[src/hw/rtl/spwm_compare_generator_top_macros.svh]
// assertion macros for the sinusoidal pwm compare generator
// used by spwm_compare_generator_top, no other dependencies
`ifndef SPWM_COMPARE_GENERATOR_TOP_MACROS_SVH
`define SPWM_COMPARE_GENERATOR_TOP_MACROS_SVH

// same-cycle implication, reset masks the check
`define SPWMCG_ASSERT_IMP(label, clk, rst_n, ante, cons) \
    label: assert property (@(posedge clk) disable iff (!(rst_n)) (ante) |-> (cons)) \
        else $error("spwmcg assertion failed");

// next-cycle implication, reset masks the check
`define SPWMCG_ASSERT_NXT(label, clk, rst_n, ante, cons) \
    label: assert property (@(posedge clk) disable iff (!(rst_n)) (ante) |=> (cons)) \
        else $error("spwmcg assertion failed");

`endif

[src/hw/rtl/spwmcg_pkg.sv]
// types and constants of the sinusoidal pwm compare generator
// no dependencies, used by spwm_compare_generator_top and spwmcg_seq
`default_nettype none

package spwmcg_pkg;

    // configuration port
    localparam int CFG_IDX_W  = 2;
    localparam int CFG_DATA_W = 32;

    localparam logic [CFG_IDX_W-1:0] REG_PHASE_STEP = 2'd0;
    localparam logic [CFG_IDX_W-1:0] REG_MOD_DEPTH  = 2'd1;
    localparam logic [CFG_IDX_W-1:0] REG_PERIOD     = 2'd2;
    localparam logic [CFG_IDX_W-1:0] REG_TARGET     = 2'd3;

    localparam logic [31:0] RST_PHASE_STEP = 32'd0;
    localparam logic [15:0] RST_MOD_DEPTH  = 16'd32768;
    localparam logic [15:0] RST_PERIOD     = 16'd65535;
    localparam logic        RST_TARGET     = 1'b0;

    // command codes
    localparam logic CMD_TICK = 1'b0;
    localparam logic CMD_LOAD = 1'b1;

    // odd sine polynomial, q30
    localparam logic [31:0] COEF_A1 = 32'd1686629713;
    localparam logic [31:0] COEF_A3 = 32'd693598668;
    localparam logic [31:0] COEF_A5 = 32'd85569306;
    localparam logic [31:0] COEF_A7 = 32'd5026995;
    localparam logic [31:0] COEF_A9 = 32'd172272;

    localparam logic [16:0] MAG_MAX    = 17'd65536;
    localparam logic [32:0] MAG_ROUND  = 33'd8192;
    localparam logic [21:0] TERM_MID   = 22'd1310720;  // 20 * 65536
    localparam logic [21:0] SINE_GAIN  = 22'd19;
    // ceil(2^21 / 5), exact floor(n / 5) for n below 2^19
    localparam logic [31:0] DIV5_RECIP = 32'd419431;

    typedef enum logic [1:0] {
        ST_IDLE,
        ST_RUN
    } t_state;

    // one step of the shared multiplier per cycle, holding on the last step while the output is stalled
    typedef enum logic [3:0] {
        OP_SQ,   // x * x
        OP_T9,   // x2 * a9
        OP_T7,   // x2 * (a7 - ..)
        OP_T5,   // x2 * (a5 - ..)
        OP_T3,   // x2 * (a3 - ..)
        OP_T1,   // x * (a1 - ..)
        OP_DP,   // depth * period, sine to term
        OP_TM,   // (depth * period) * term
        OP_DV,   // scaled product / 5 by reciprocal
        OP_OUT   // result to output register
    } t_op;

    typedef struct packed {
        t_op  op;
        logic run;
        logic ready;
    } t_seq_ctl;

endpackage

`default_nettype wire

[src/hw/rtl/spwm_compare_generator_top.sv]
// top level of the sinusoidal pwm compare generator: registers, phase, datapath
// depends on spwmcg_pkg, spwmcg_mul, spwmcg_seq and the macro header
//
//  channel   direction  tdata                    tuser
//  s_axis    in         [31:0] new_phase         [0] command (0 tick, 1 load)
//  m_axis    out        [15:0] compare_value     [0] compare_target
//  i_cfg_*   in         write enable, 2-bit index, 32-bit data, no read-back
//
//  one word goes from accept to output word through the accept cycle, then nine
//  steps of the single 32 x 32 multiplier (polynomial, scaling, divide by five) and
//  one step that loads the output register; no new word is taken until that load
//  a finished word waits in the output register; the sequencer holds on its last
//  step while that register is full and stalled, with the multiplier frozen
//  reset is synchronous, active low, and needs no clearing pass
`default_nettype none
`include "spwm_compare_generator_top_macros.svh"

module spwm_compare_generator_top #(
    parameter int PHASE_BITS      = 32,
    parameter int SINE_TABLE_BITS = 10
) (
    input  wire logic                              i_clk,
    input  wire logic                              i_rst_n,
    // configuration writes
    input  wire logic                              i_cfg_wr_en,
    input  wire logic [spwmcg_pkg::CFG_IDX_W-1:0]  i_cfg_index,
    input  wire logic [spwmcg_pkg::CFG_DATA_W-1:0] i_cfg_data,
    // input words
    input  wire logic                              s_axis_tvalid,
    output logic                                   s_axis_tready,
    input  wire logic [31:0]                       s_axis_tdata,  // [31:0] new_phase
    input  wire logic                              s_axis_tuser,  // [0] command
    // output words
    output logic                                   m_axis_tvalid,
    input  wire logic                              m_axis_tready,
    output logic      [15:0]                       m_axis_tdata,  // [15:0] compare_value
    output logic                                   m_axis_tuser   // [0] compare_target
);

    // phase words wider or narrower than 32 bits are zero-extended then cut to one turn
    localparam int EXT_W = (PHASE_BITS > 32) ? PHASE_BITS : 32;
    localparam int QB    = SINE_TABLE_BITS - 2;   // bits of position within a quarter
    localparam int XSH   = 30 - QB;               // position to q30

    // configuration registers
    logic [31:0] r_phase_step;
    logic [15:0] r_depth;
    logic [15:0] r_period;
    logic        r_target;

    always_ff @(posedge i_clk) begin
        if (!i_rst_n) begin
            r_phase_step <= spwmcg_pkg::RST_PHASE_STEP;
            r_depth      <= spwmcg_pkg::RST_MOD_DEPTH;
            r_period     <= spwmcg_pkg::RST_PERIOD;
            r_target     <= spwmcg_pkg::RST_TARGET;
        end else if (i_cfg_wr_en) begin
            case (i_cfg_index)
                spwmcg_pkg::REG_PHASE_STEP: r_phase_step <= i_cfg_data;
                spwmcg_pkg::REG_MOD_DEPTH:  r_depth      <= i_cfg_data[15:0];
                spwmcg_pkg::REG_PERIOD:     r_period     <= i_cfg_data[15:0];
                spwmcg_pkg::REG_TARGET:     r_target     <= i_cfg_data[0];
                default: ;
            endcase
        end
    end

    // sequencer
    spwmcg_pkg::t_seq_ctl w_ctl;
    logic                 w_in_acc;
    logic                 w_out_free;
    logic                 w_mul_en;

    assign s_axis_tready = w_ctl.ready;
    assign w_in_acc      = s_axis_tvalid && w_ctl.ready;
    assign w_out_free    = !m_axis_tvalid || m_axis_tready;
    // the last step only reads the product, so a stall there keeps it intact
    assign w_mul_en      = w_ctl.run && (w_ctl.op != spwmcg_pkg::OP_OUT);

    spwmcg_seq u_seq (
        .i_clk      (i_clk),
        .i_rst_n    (i_rst_n),
        .i_start    (w_in_acc),
        .i_out_free (w_out_free),
        .o_ctl      (w_ctl)
    );

    // phase accumulator
    logic [PHASE_BITS-1:0] r_phase;
    logic [EXT_W-1:0]      w_new_ext;
    logic [EXT_W-1:0]      w_step_ext;
    logic [PHASE_BITS-1:0] w_new_phase;
    logic [PHASE_BITS-1:0] w_step;
    logic [PHASE_BITS-1:0] w_phase_sel;

    assign w_new_ext   = EXT_W'(s_axis_tdata);
    assign w_step_ext  = EXT_W'(r_phase_step);
    assign w_new_phase = w_new_ext[PHASE_BITS-1:0];
    assign w_step      = w_step_ext[PHASE_BITS-1:0];
    // a load uses the new phase, a tick the phase before advancing
    assign w_phase_sel = (s_axis_tuser == spwmcg_pkg::CMD_LOAD) ? w_new_phase : r_phase;

    always_ff @(posedge i_clk) begin
        if (!i_rst_n) begin
            r_phase <= '0;
        end else if (w_in_acc) begin
            if (s_axis_tuser == spwmcg_pkg::CMD_LOAD) begin
                r_phase <= w_new_phase;
            end else begin
                r_phase <= r_phase + w_step;
            end
        end
    end

    // table index: top bits of the phase, folded onto the first quarter
    logic [SINE_TABLE_BITS-1:0] w_idx;
    logic [QB:0]                w_pos_raw;
    logic [QB:0]                w_pos;
    logic [QB:0]                w_qsize;
    logic [30:0]                w_x;

    assign w_idx     = w_phase_sel[PHASE_BITS-1 -: SINE_TABLE_BITS];
    assign w_qsize   = {1'b1, {QB{1'b0}}};
    assign w_pos_raw = {1'b0, w_idx[QB-1:0]};
    // second and fourth quarters run backward
    assign w_pos     = w_idx[QB] ? (w_qsize - w_pos_raw) : w_pos_raw;
    assign w_x       = 31'(w_pos) << XSH;

    // operands that live across steps
    logic [30:0] r_x;      // q30 position within the quarter
    logic        r_neg;    // lower half-turn
    logic [31:0] r_x2;     // q30 x squared
    logic [21:0] r_term;   // 20 * 65536 + 19 * signed sine

    // shared multiplier
    logic [31:0] w_mul_a;
    logic [31:0] w_mul_b;
    logic [63:0] w_prod;

    spwmcg_mul u_mul (
        .i_clk  (i_clk),
        .i_en   (w_mul_en),
        .i_a    (w_mul_a),
        .i_b    (w_mul_b),
        .o_prod (w_prod)
    );

    logic [31:0] w_q30;       // previous product back to q30
    logic [32:0] w_rnd;
    logic [18:0] w_mag_raw;
    logic [16:0] w_mag;
    logic [21:0] w_sine19;
    logic [21:0] w_term;
    logic [31:0] w_div_in;    // floor(prod / 2^35)
    logic [15:0] w_result;

    assign w_q30     = w_prod[61:30];
    // magnitude rounded half up to q16 and clamped to one
    assign w_rnd     = {1'b0, w_q30} + spwmcg_pkg::MAG_ROUND;
    assign w_mag_raw = w_rnd[32:14];
    assign w_mag     = (w_mag_raw > 19'(spwmcg_pkg::MAG_MAX)) ? spwmcg_pkg::MAG_MAX
                                                              : w_mag_raw[16:0];
    assign w_sine19  = 22'(w_mag) * spwmcg_pkg::SINE_GAIN;
    assign w_term    = r_neg ? (spwmcg_pkg::TERM_MID - w_sine19)
                             : (spwmcg_pkg::TERM_MID + w_sine19);
    // divide by 40 * 2^32: shift by 35, then divide by five
    assign w_div_in  = 32'(w_prod[53:35]);
    assign w_result  = w_prod[36:21];

    // operand selection, horner steps first, then scaling
    always_comb begin
        w_mul_a = 32'(r_x);
        w_mul_b = 32'(r_x);
        case (w_ctl.op)
            spwmcg_pkg::OP_SQ: begin
                w_mul_a = 32'(r_x);
                w_mul_b = 32'(r_x);
            end
            spwmcg_pkg::OP_T9: begin
                w_mul_a = w_q30;
                w_mul_b = spwmcg_pkg::COEF_A9;
            end
            spwmcg_pkg::OP_T7: begin
                w_mul_a = r_x2;
                w_mul_b = spwmcg_pkg::COEF_A7 - w_q30;
            end
            spwmcg_pkg::OP_T5: begin
                w_mul_a = r_x2;
                w_mul_b = spwmcg_pkg::COEF_A5 - w_q30;
            end
            spwmcg_pkg::OP_T3: begin
                w_mul_a = r_x2;
                w_mul_b = spwmcg_pkg::COEF_A3 - w_q30;
            end
            spwmcg_pkg::OP_T1: begin
                w_mul_a = 32'(r_x);
                w_mul_b = spwmcg_pkg::COEF_A1 - w_q30;
            end
            spwmcg_pkg::OP_DP: begin
                w_mul_a = 32'(r_depth);
                w_mul_b = 32'(r_period);
            end
            spwmcg_pkg::OP_TM: begin
                w_mul_a = w_prod[31:0];
                w_mul_b = 32'(r_term);
            end
            spwmcg_pkg::OP_DV: begin
                w_mul_a = w_div_in;
                w_mul_b = spwmcg_pkg::DIV5_RECIP;
            end
            default: begin
                w_mul_a = 32'(r_x);
                w_mul_b = 32'(r_x);
            end
        endcase
    end

    // datapath registers
    always_ff @(posedge i_clk) begin
        if (w_in_acc) begin
            r_x   <= w_x;
            r_neg <= w_idx[SINE_TABLE_BITS-1];
        end
        if (w_ctl.run && (w_ctl.op == spwmcg_pkg::OP_T9)) begin
            r_x2 <= w_q30;
        end
        if (w_ctl.run && (w_ctl.op == spwmcg_pkg::OP_DP)) begin
            r_term <= w_term;
        end
    end

    // output register
    logic        r_out_valid;
    logic [15:0] r_out_value;
    logic        r_out_target;
    logic        w_out_load;

    assign w_out_load = w_ctl.run && (w_ctl.op == spwmcg_pkg::OP_OUT) && w_out_free;

    always_ff @(posedge i_clk) begin
        if (!i_rst_n) begin
            r_out_valid <= 1'b0;
        end else if (w_out_load) begin
            r_out_valid <= 1'b1;
        end else if (m_axis_tready) begin
            r_out_valid <= 1'b0;
        end
    end

    always_ff @(posedge i_clk) begin
        if (w_out_load) begin
            r_out_value  <= w_result;
            r_out_target <= r_target;
        end
    end

    assign m_axis_tvalid = r_out_valid;
    assign m_axis_tdata  = r_out_value;
    assign m_axis_tuser  = r_out_target;

    // checks
    `SPWMCG_ASSERT_NXT(a_busy_after_accept, i_clk, i_rst_n, w_in_acc, !s_axis_tready)
    `SPWMCG_ASSERT_NXT(a_tick_advances, i_clk, i_rst_n, w_in_acc && (s_axis_tuser == spwmcg_pkg::CMD_TICK), r_phase == PHASE_BITS'($past(r_phase) + $past(w_step)))
    `SPWMCG_ASSERT_IMP(a_word_from_last_step, i_clk, i_rst_n, $rose(m_axis_tvalid), $past(w_out_load))

endmodule

`default_nettype wire

[src/hw/rtl/spwmcg_mul.sv]
// shared 32 x 32 unsigned multiplier with registered product
// depends on nothing
`default_nettype none

module spwmcg_mul (
    input  wire logic        i_clk,
    input  wire logic        i_en,
    input  wire logic [31:0] i_a,
    input  wire logic [31:0] i_b,
    output logic      [63:0] o_prod
);

    logic [63:0] r_prod;

    always_ff @(posedge i_clk) begin
        if (i_en) begin
            r_prod <= 64'(i_a) * 64'(i_b);
        end
    end

    assign o_prod = r_prod;

endmodule

`default_nettype wire

[src/hw/rtl/spwmcg_seq.sv]
// sequencer that steps the shared multiplier through one item
// depends on spwmcg_pkg
`default_nettype none

module spwmcg_seq (
    input  wire logic                i_clk,
    input  wire logic                i_rst_n,
    input  wire logic                i_start,
    input  wire logic                i_out_free,
    output spwmcg_pkg::t_seq_ctl     o_ctl
);

    spwmcg_pkg::t_state r_state, n_state;
    spwmcg_pkg::t_op    r_op, n_op;

    always_ff @(posedge i_clk) begin
        if (!i_rst_n) begin
            r_state <= spwmcg_pkg::ST_IDLE;
            r_op    <= spwmcg_pkg::OP_SQ;
        end else begin
            r_state <= n_state;
            r_op    <= n_op;
        end
    end

    // next state and step
    always_comb begin
        n_state = r_state;
        n_op    = r_op;
        case (r_state)
            spwmcg_pkg::ST_IDLE: begin
                n_op = spwmcg_pkg::OP_SQ;
                if (i_start) begin
                    n_state = spwmcg_pkg::ST_RUN;
                end
            end
            spwmcg_pkg::ST_RUN: begin
                case (r_op)
                    spwmcg_pkg::OP_SQ: n_op = spwmcg_pkg::OP_T9;
                    spwmcg_pkg::OP_T9: n_op = spwmcg_pkg::OP_T7;
                    spwmcg_pkg::OP_T7: n_op = spwmcg_pkg::OP_T5;
                    spwmcg_pkg::OP_T5: n_op = spwmcg_pkg::OP_T3;
                    spwmcg_pkg::OP_T3: n_op = spwmcg_pkg::OP_T1;
                    spwmcg_pkg::OP_T1: n_op = spwmcg_pkg::OP_DP;
                    spwmcg_pkg::OP_DP: n_op = spwmcg_pkg::OP_TM;
                    spwmcg_pkg::OP_TM: n_op = spwmcg_pkg::OP_DV;
                    spwmcg_pkg::OP_DV: n_op = spwmcg_pkg::OP_OUT;
                    spwmcg_pkg::OP_OUT: begin
                        // hold here until the output register can take the word
                        if (i_out_free) begin
                            n_op    = spwmcg_pkg::OP_SQ;
                            n_state = spwmcg_pkg::ST_IDLE;
                        end
                    end
                    default: n_op = spwmcg_pkg::OP_SQ;
                endcase
            end
            default: begin
                n_state = spwmcg_pkg::ST_IDLE;
                n_op    = spwmcg_pkg::OP_SQ;
            end
        endcase
    end

    // outputs
    always_comb begin
        o_ctl.op    = r_op;
        o_ctl.run   = 1'b0;
        o_ctl.ready = 1'b0;
        case (r_state)
            spwmcg_pkg::ST_IDLE: o_ctl.ready = 1'b1;
            spwmcg_pkg::ST_RUN:  o_ctl.run   = 1'b1;
            default: begin
                o_ctl.run   = 1'b0;
                o_ctl.ready = 1'b0;
            end
        endcase
    end

endmodule

`default_nettype wire
[config.mk]
export PLATFORM = sky130hd
export DESIGN_NAME = spwm_compare_generator_top
export DESIGN_NICKNAME = d
export VERILOG_FILES = /design/src/hw/rtl/spwmcg_pkg.sv /design/src/hw/rtl/spwm_compare_generator_top.sv /design/src/hw/rtl/spwmcg_mul.sv /design/src/hw/rtl/spwmcg_seq.sv
export VERILOG_INCLUDE_DIRS = /design/src /design/src/hw/rtl
export SDC_FILE = /design/constraint.sdc
export NUM_CORES = 2
export LEC_CHECK = 0
export BUFFER_PORTS_ARGS = -buffer_cell sky130_fd_sc_hd__buf_2
export CAP_MARGIN = 20
export CORE_ASPECT_RATIO = 2
export CORE_MARGIN = 3
export CORE_UTILIZATION = 30
export DETAILED_ROUTE_END_ITERATION = 7
export PLACE_DENSITY = 0.42
export SYNTH_ARGS = -nofsm -noshare
export SYNTH_HDL_FRONTEND = slang
export SYNTH_HIERARCHICAL = 1
export SYNTH_SLANG_ARGS = --single-unit
export TNS_END_PERCENT = 10
[constraint.sdc]
create_clock -name i_clk -period 13.4 [get_ports i_clk]
set_clock_uncertainty 0.15 [all_clocks]
set_input_delay 1.34 -clock i_clk [delete_from_list [all_inputs] [get_ports i_clk]]
set_output_delay 1.34 -clock i_clk [all_outputs]
set_load 0.01 [all_outputs]
==> Yosys cells after proc, flatten, opt, wreduce, memory -nomap -nowiden <==
Index checks and enable logic that the tools add are counted.
{ "word_totals": {"word_cells": 82, "input_bits": 72, "reg_bits": 247, "output_inout_bits": 19} }
{ "classes": {"multipliers": 2, "add_sub_neg": 9, "n_eq_ne": 18, "n_mux": 17, "magnitude_cmp": 1, "reduce_logical": 19} }
{ "op_table": {"columns": ["op", "n"], "rows": [
  ["32-bit one-hot mux with 8 select lines", 1],
  ["32-bit one-hot mux with 5 select lines", 1],
  ["32-bit two-way mux", 2],
  ["32-bit by 32-bit multiplier with 62-bit output", 1],
  ["4-bit one-hot mux with 10 select lines", 1],
  ["32-bit by 14-bit adder with 33-bit output (second input constant)", 1],
  ["32-bit adder", 1],
  ["23-bit by 32-bit subtractor with 32-bit output (first input constant)", 1],
  ["27-bit by 32-bit subtractor with 32-bit output (first input constant)", 1],
  ["30-bit by 32-bit subtractor with 32-bit output (first input constant)", 1],
  ["31-bit by 32-bit subtractor with 32-bit output (first input constant)", 1],
  ["21-bit by 22-bit adder with 22-bit output (first input constant)", 1],
  ["17-bit by 5-bit multiplier with 22-bit output (second input constant)", 1],
  ["22-bit two-way mux", 1],
  ["21-bit by 22-bit subtractor with 22-bit output (first input constant)", 1],
  ["19-bit by 17-bit > comparator with 1-bit output (second input constant)", 1],
  ["17-bit two-way mux", 1],
  ["4-bit by 3-bit == test with 1-bit output (second input constant)", 4],
  ["2-bit AND reduction", 5],
  ["9-bit by 8-bit subtractor with 9-bit output (first input constant)", 1],
  ["4-bit by 2-bit == test with 1-bit output (second input constant)", 2],
  ["4-bit == test (second input constant)", 2],
  ["8-bit two-way mux", 1],
  ["1-bit logical AND", 6],
  ["other kinds (17)", 27]
]} }

==> Longest topological paths before layout <==
{ "logic_depth": {"depth_word": 6, "depth_mapped": 43, "mapped_depth_nobuf": 40} }

==> Modules after synthesis <==
The synthesis kept the hierarchy.
{ "modules_own_cells": {"columns": ["module", "cells_per_inst", "n_inst", "seq_area_each_um2", "area_per_inst_um2"], "rows": [
  ["spwmcg_mul", 3748, 1, 1921.8, 35128.7],
  ["spwm_compare_generator_top", 1898, 1, 4394.2, 15035.7],
  ["spwmcg_seq", 23, 1, 100.1, 232.7]
]} }

==> Worst setup path before layout <==
No wires, ideal clock.
{ "synth_path": {"kind": "register to register", "from": "reg u_seq.r_op[2]", "to": "reg u_mul/o_prod[63] (netlist name)", "required_ps": 12987, "setup_slack_ps": 2917, "path_stages_with_launch": 39, "arrival_ps": 10070, "path_buffers": 3, "setup_ps": 263, "period_less_slack_ps": 10483, "path_cell_list": "dfxtp_1 > clkbuf_1 > nand2b_1 > or3_1 > inv_1 > ha_1 > clkbuf_1 > a21oi_1 > nand2_1 > o21a_1 > o31a_1 > a311oi_2 > a41o_1 > o21ai_0 > xor2_1 > o211ai_1 > clkbuf_1 > nand2_1 > [3 not listed] > fa_1 > fa_1 > fa_1 > fa_1 > fa_1 > inv_1 > fa_1 > inv_1 > ha_1 > a21o_1 > a21o_1 > a21oi_1 > o21ai_0 > a221o_1 > a21oi_2 > o211ai_1 > a311oi_1 > xnor2_1"} }
{ "synth_rtl": {"columns": ["item", "line", "text"], "rows": [
  ["from (decl)", "spwmcg_seq.sv:14", "spwmcg_pkg::t_op r_op, n_op;"],
  ["from (signal assigned)", "spwmcg_seq.sv:19", "r_op <= spwmcg_pkg::OP_SQ;"],
  ["from (signal assigned)", "spwmcg_seq.sv:22", "r_op <= n_op;"]
]} }

==> Worst setup path after layout <==
{ "layout_path": {"from": "reg u_seq.r_op[2]", "to": "reg u_mul.r_prod[60], in the netlist u_mul/o_prod[60] (data pin)"} }
{ "layout_between": {"elab_cells_between_ends": 12, "classes_between": "1 x mul; 8 x eq/ne; 2 x mux; 1 x reduce/logical"} }
{ "layout_rtl": {"columns": ["item", "line", "text"], "rows": [
  ["4-bit == test, or another cell as far along", "spwm_compare_generator_top.sv:174", "case (w_ctl.op)"],
  ["32-bit one-hot mux with 8 select lines (*)", "spwm_compare_generator_top.sv:174", null],
  ["via w_mul_b[25]", "spwm_compare_generator_top.sv:137", "logic [31:0] w_mul_b;"],
  ["32-bit by 32-bit multiplier with 62-bit output (*)", "spwmcg_mul.sv:17", "r_prod <= 64'(i_a) * 64'(i_b);"],
  ["to (signal assigned)", "spwmcg_mul.sv:17", null],
  ["to (decl)", "spwmcg_mul.sv:13", "logic [63:0] r_prod;"]
]} }
The timed path passes the listed nets; every way through them passes the cells marked *.
A chain may end at the register's enable or synchronous reset.

==> flow_summary.yaml <==
timing:
  fmax_mhz: 78.1
  slew_violations: 0
  fin_hold_ws_ps: 288
  setup_tns_ps: 0
  rsz0062_at_grt: "no"
  finalHoldViolCount: 0
  finalSetupViolCount: 0
  tightest_slew_ps: 1170
  relSlewSlack: 0.215
  fin_crit_ps: 12810
  post-route-period-util: 0.956
routing:
  wl_per_cell_um: 24.4
  via_count: 39600
  wirelength_um: 188000
  final_antenna_net_count: 0
  drcViolationCount: 0
  firstDrtPassIters: 7
  first_iter_violations: 2206
  viasPerCell: 5.14
cells_and_area:
  syn2layout_area_growth_pct: 7.91
  fin_util: 0.327
  finalNetCount: 6877
  layout.cells.non_filler: 7696
  drive_gt1_frac: 0.0651
synthesis:
  netlist_instances: 5639
  synth_warnings: 6
  syn-num-nets: 6971
  synth_area_um2: 50100
  syn_avg_cell_area_um2: 8.88
worst_setup_path:
  cp.arrival_ps: 13000
  cp_num_buf_inv: 5
  cp_slowest_cell: "o21ai_2"
  cp.required_ps: 13590
  startpoint_type: "flop"
  crit_path_frequent_cell: "fa_1"
  cpLargestDelayFamily: "adder cells"
  path_class: "reg2reg"
  crit_path_end_kind: "flop"
  critPathMaxFanout: 17
  cp_slowest_stage_delay_ps: 810
die:
  fp.dieW_um: 295
  num_rows: 211
  dieHeight_um: 584
  die_area_um2: 172000
  core_region_area_um2: 166000
  ios: 91
  start_util: 0.303
placed_design:
  dpl.hpwl_um: 153000
  routabilityCongestion: 0.895
  dp.cells: 7648
  portBuffers: 90
clocking:
  cts_buffers: 25
  cts_sinks: 246
  cts_tree: "built"
  cts-root-buf: "clkbuf_16"
  insertion_delay_ps: 590
  cts_resized: 0
  cts_max_path_buffers: 3
  cts_hold_buf: 0
  cts_setup_buffers: 0
  cts.clk_slew.worst_paths_ps: 70
  htreeDepth: 1
grt:
  grt_overflow: 0
  grt_max_degree: 63
  grt_pass1_wl_um: 282000
  grt_util_all_layers: 0.221
  antenna_found_initial: 9
  grt_pass1_vias: 44100
worst_hold_path:
  min_path_type: "reg2reg"
status:
  status: "finished clean"
flow_run:
  drv_cap: 0
## per-stage QoR
stage | worst slack (ps) | instance area, um^2
after floorplan | 2950 | 50100
after global placement | 805 | 53100
after detailed placement | 781 | 53200
after CTS | 735 | 54000
after global routing | 112 | 54100
final | 590 | 54100
## area by class of cell
cell class	count	area (um^2)
Fill cell	17300	111000
Sequential cell	246	6360
Clock buffer	27	633
Antenna cell	2	5.00
Inverter	958	3600
Clock inverter	19	256
Tap cell	2130	2670
Timing Repair Buffer	215	1450
Multi-Input combinational cell	4099	39100
## worst register-to-register path, delay by kind of cell (launching register included)
family          cells  cell delay (ps)
flops               1              640
buf+inv             5             1280
fa+ha+maj          10             4710
compound gates     12             4230
xor+xnor            2              320
simple gates        4             1240
## cell usage in the layout, fill, tap and decap left out, types with 16 or more instances in the layout
cell type,n
o211ai_1,29
nand2_1,749
inv_1,952
and3_1,16
nand4_1,31
nand3_1,64
buf_4,121
nor2b_1,18
a21oi_1,231
buf_2,90
ha_1,350
and2_1,613
fa_1,910
a31oi_1,26
a211oi_1,27
a222oi_1,20
dfxtp_1,103
clkbuf_16,25
o21a_1,30
a22oi_1,46
xnor2_1,96
o21bai_1,17
a21o_1,67
nor3_1,41
edfxtp_1,143
nor2_1,187
a221o_1,17
o21ai_1,16
o21ai_0,119
nand2b_1,34
xor2_1,71
## metal layers
layer | vias to the layer above | routed length (um) | global-route usage
met2 | 1034 | 110000 | 0.459
met1 | 20600 | 61100 | 0.213
li1 | 17500 | - | -
met3 | 422 | 5700 | 0.0164
met4 | 2 | 10900 | 0.108
met5 | - | 17 | 0
## worst paths after layout
| path | start | end | slack (ps) | cells past startpoint |
|---|---|---|---|---|
| max | u_seq/r_op[2] | u_mul/o_prod[60] | 590 | 33 |
| min | r_target | m_axis_tuser | 290 | 0 |
| max reg2reg | u_seq/r_op[2] | u_mul/o_prod[60] | 590 | 33 |
| min reg2reg | r_target | m_axis_tuser | 290 | 0 |
## flip-flops by register name, indices dropped and copies added (netlist names), 16 cells and up
| signal | cells |
|---|---|
| r_term | 22 |
| r_phase | 32 |
| r_depth | 16 |
| r_period | 16 |
| u_mul/o_prod | 62 |
| r_x2 | 32 |
| m_axis_tdata | 16 |
| r_phase_step | 32 |
Power is left out: the tool's default activity adds up to more than one toggle a clock period on the data nets, which glitch-free logic cannot reach.
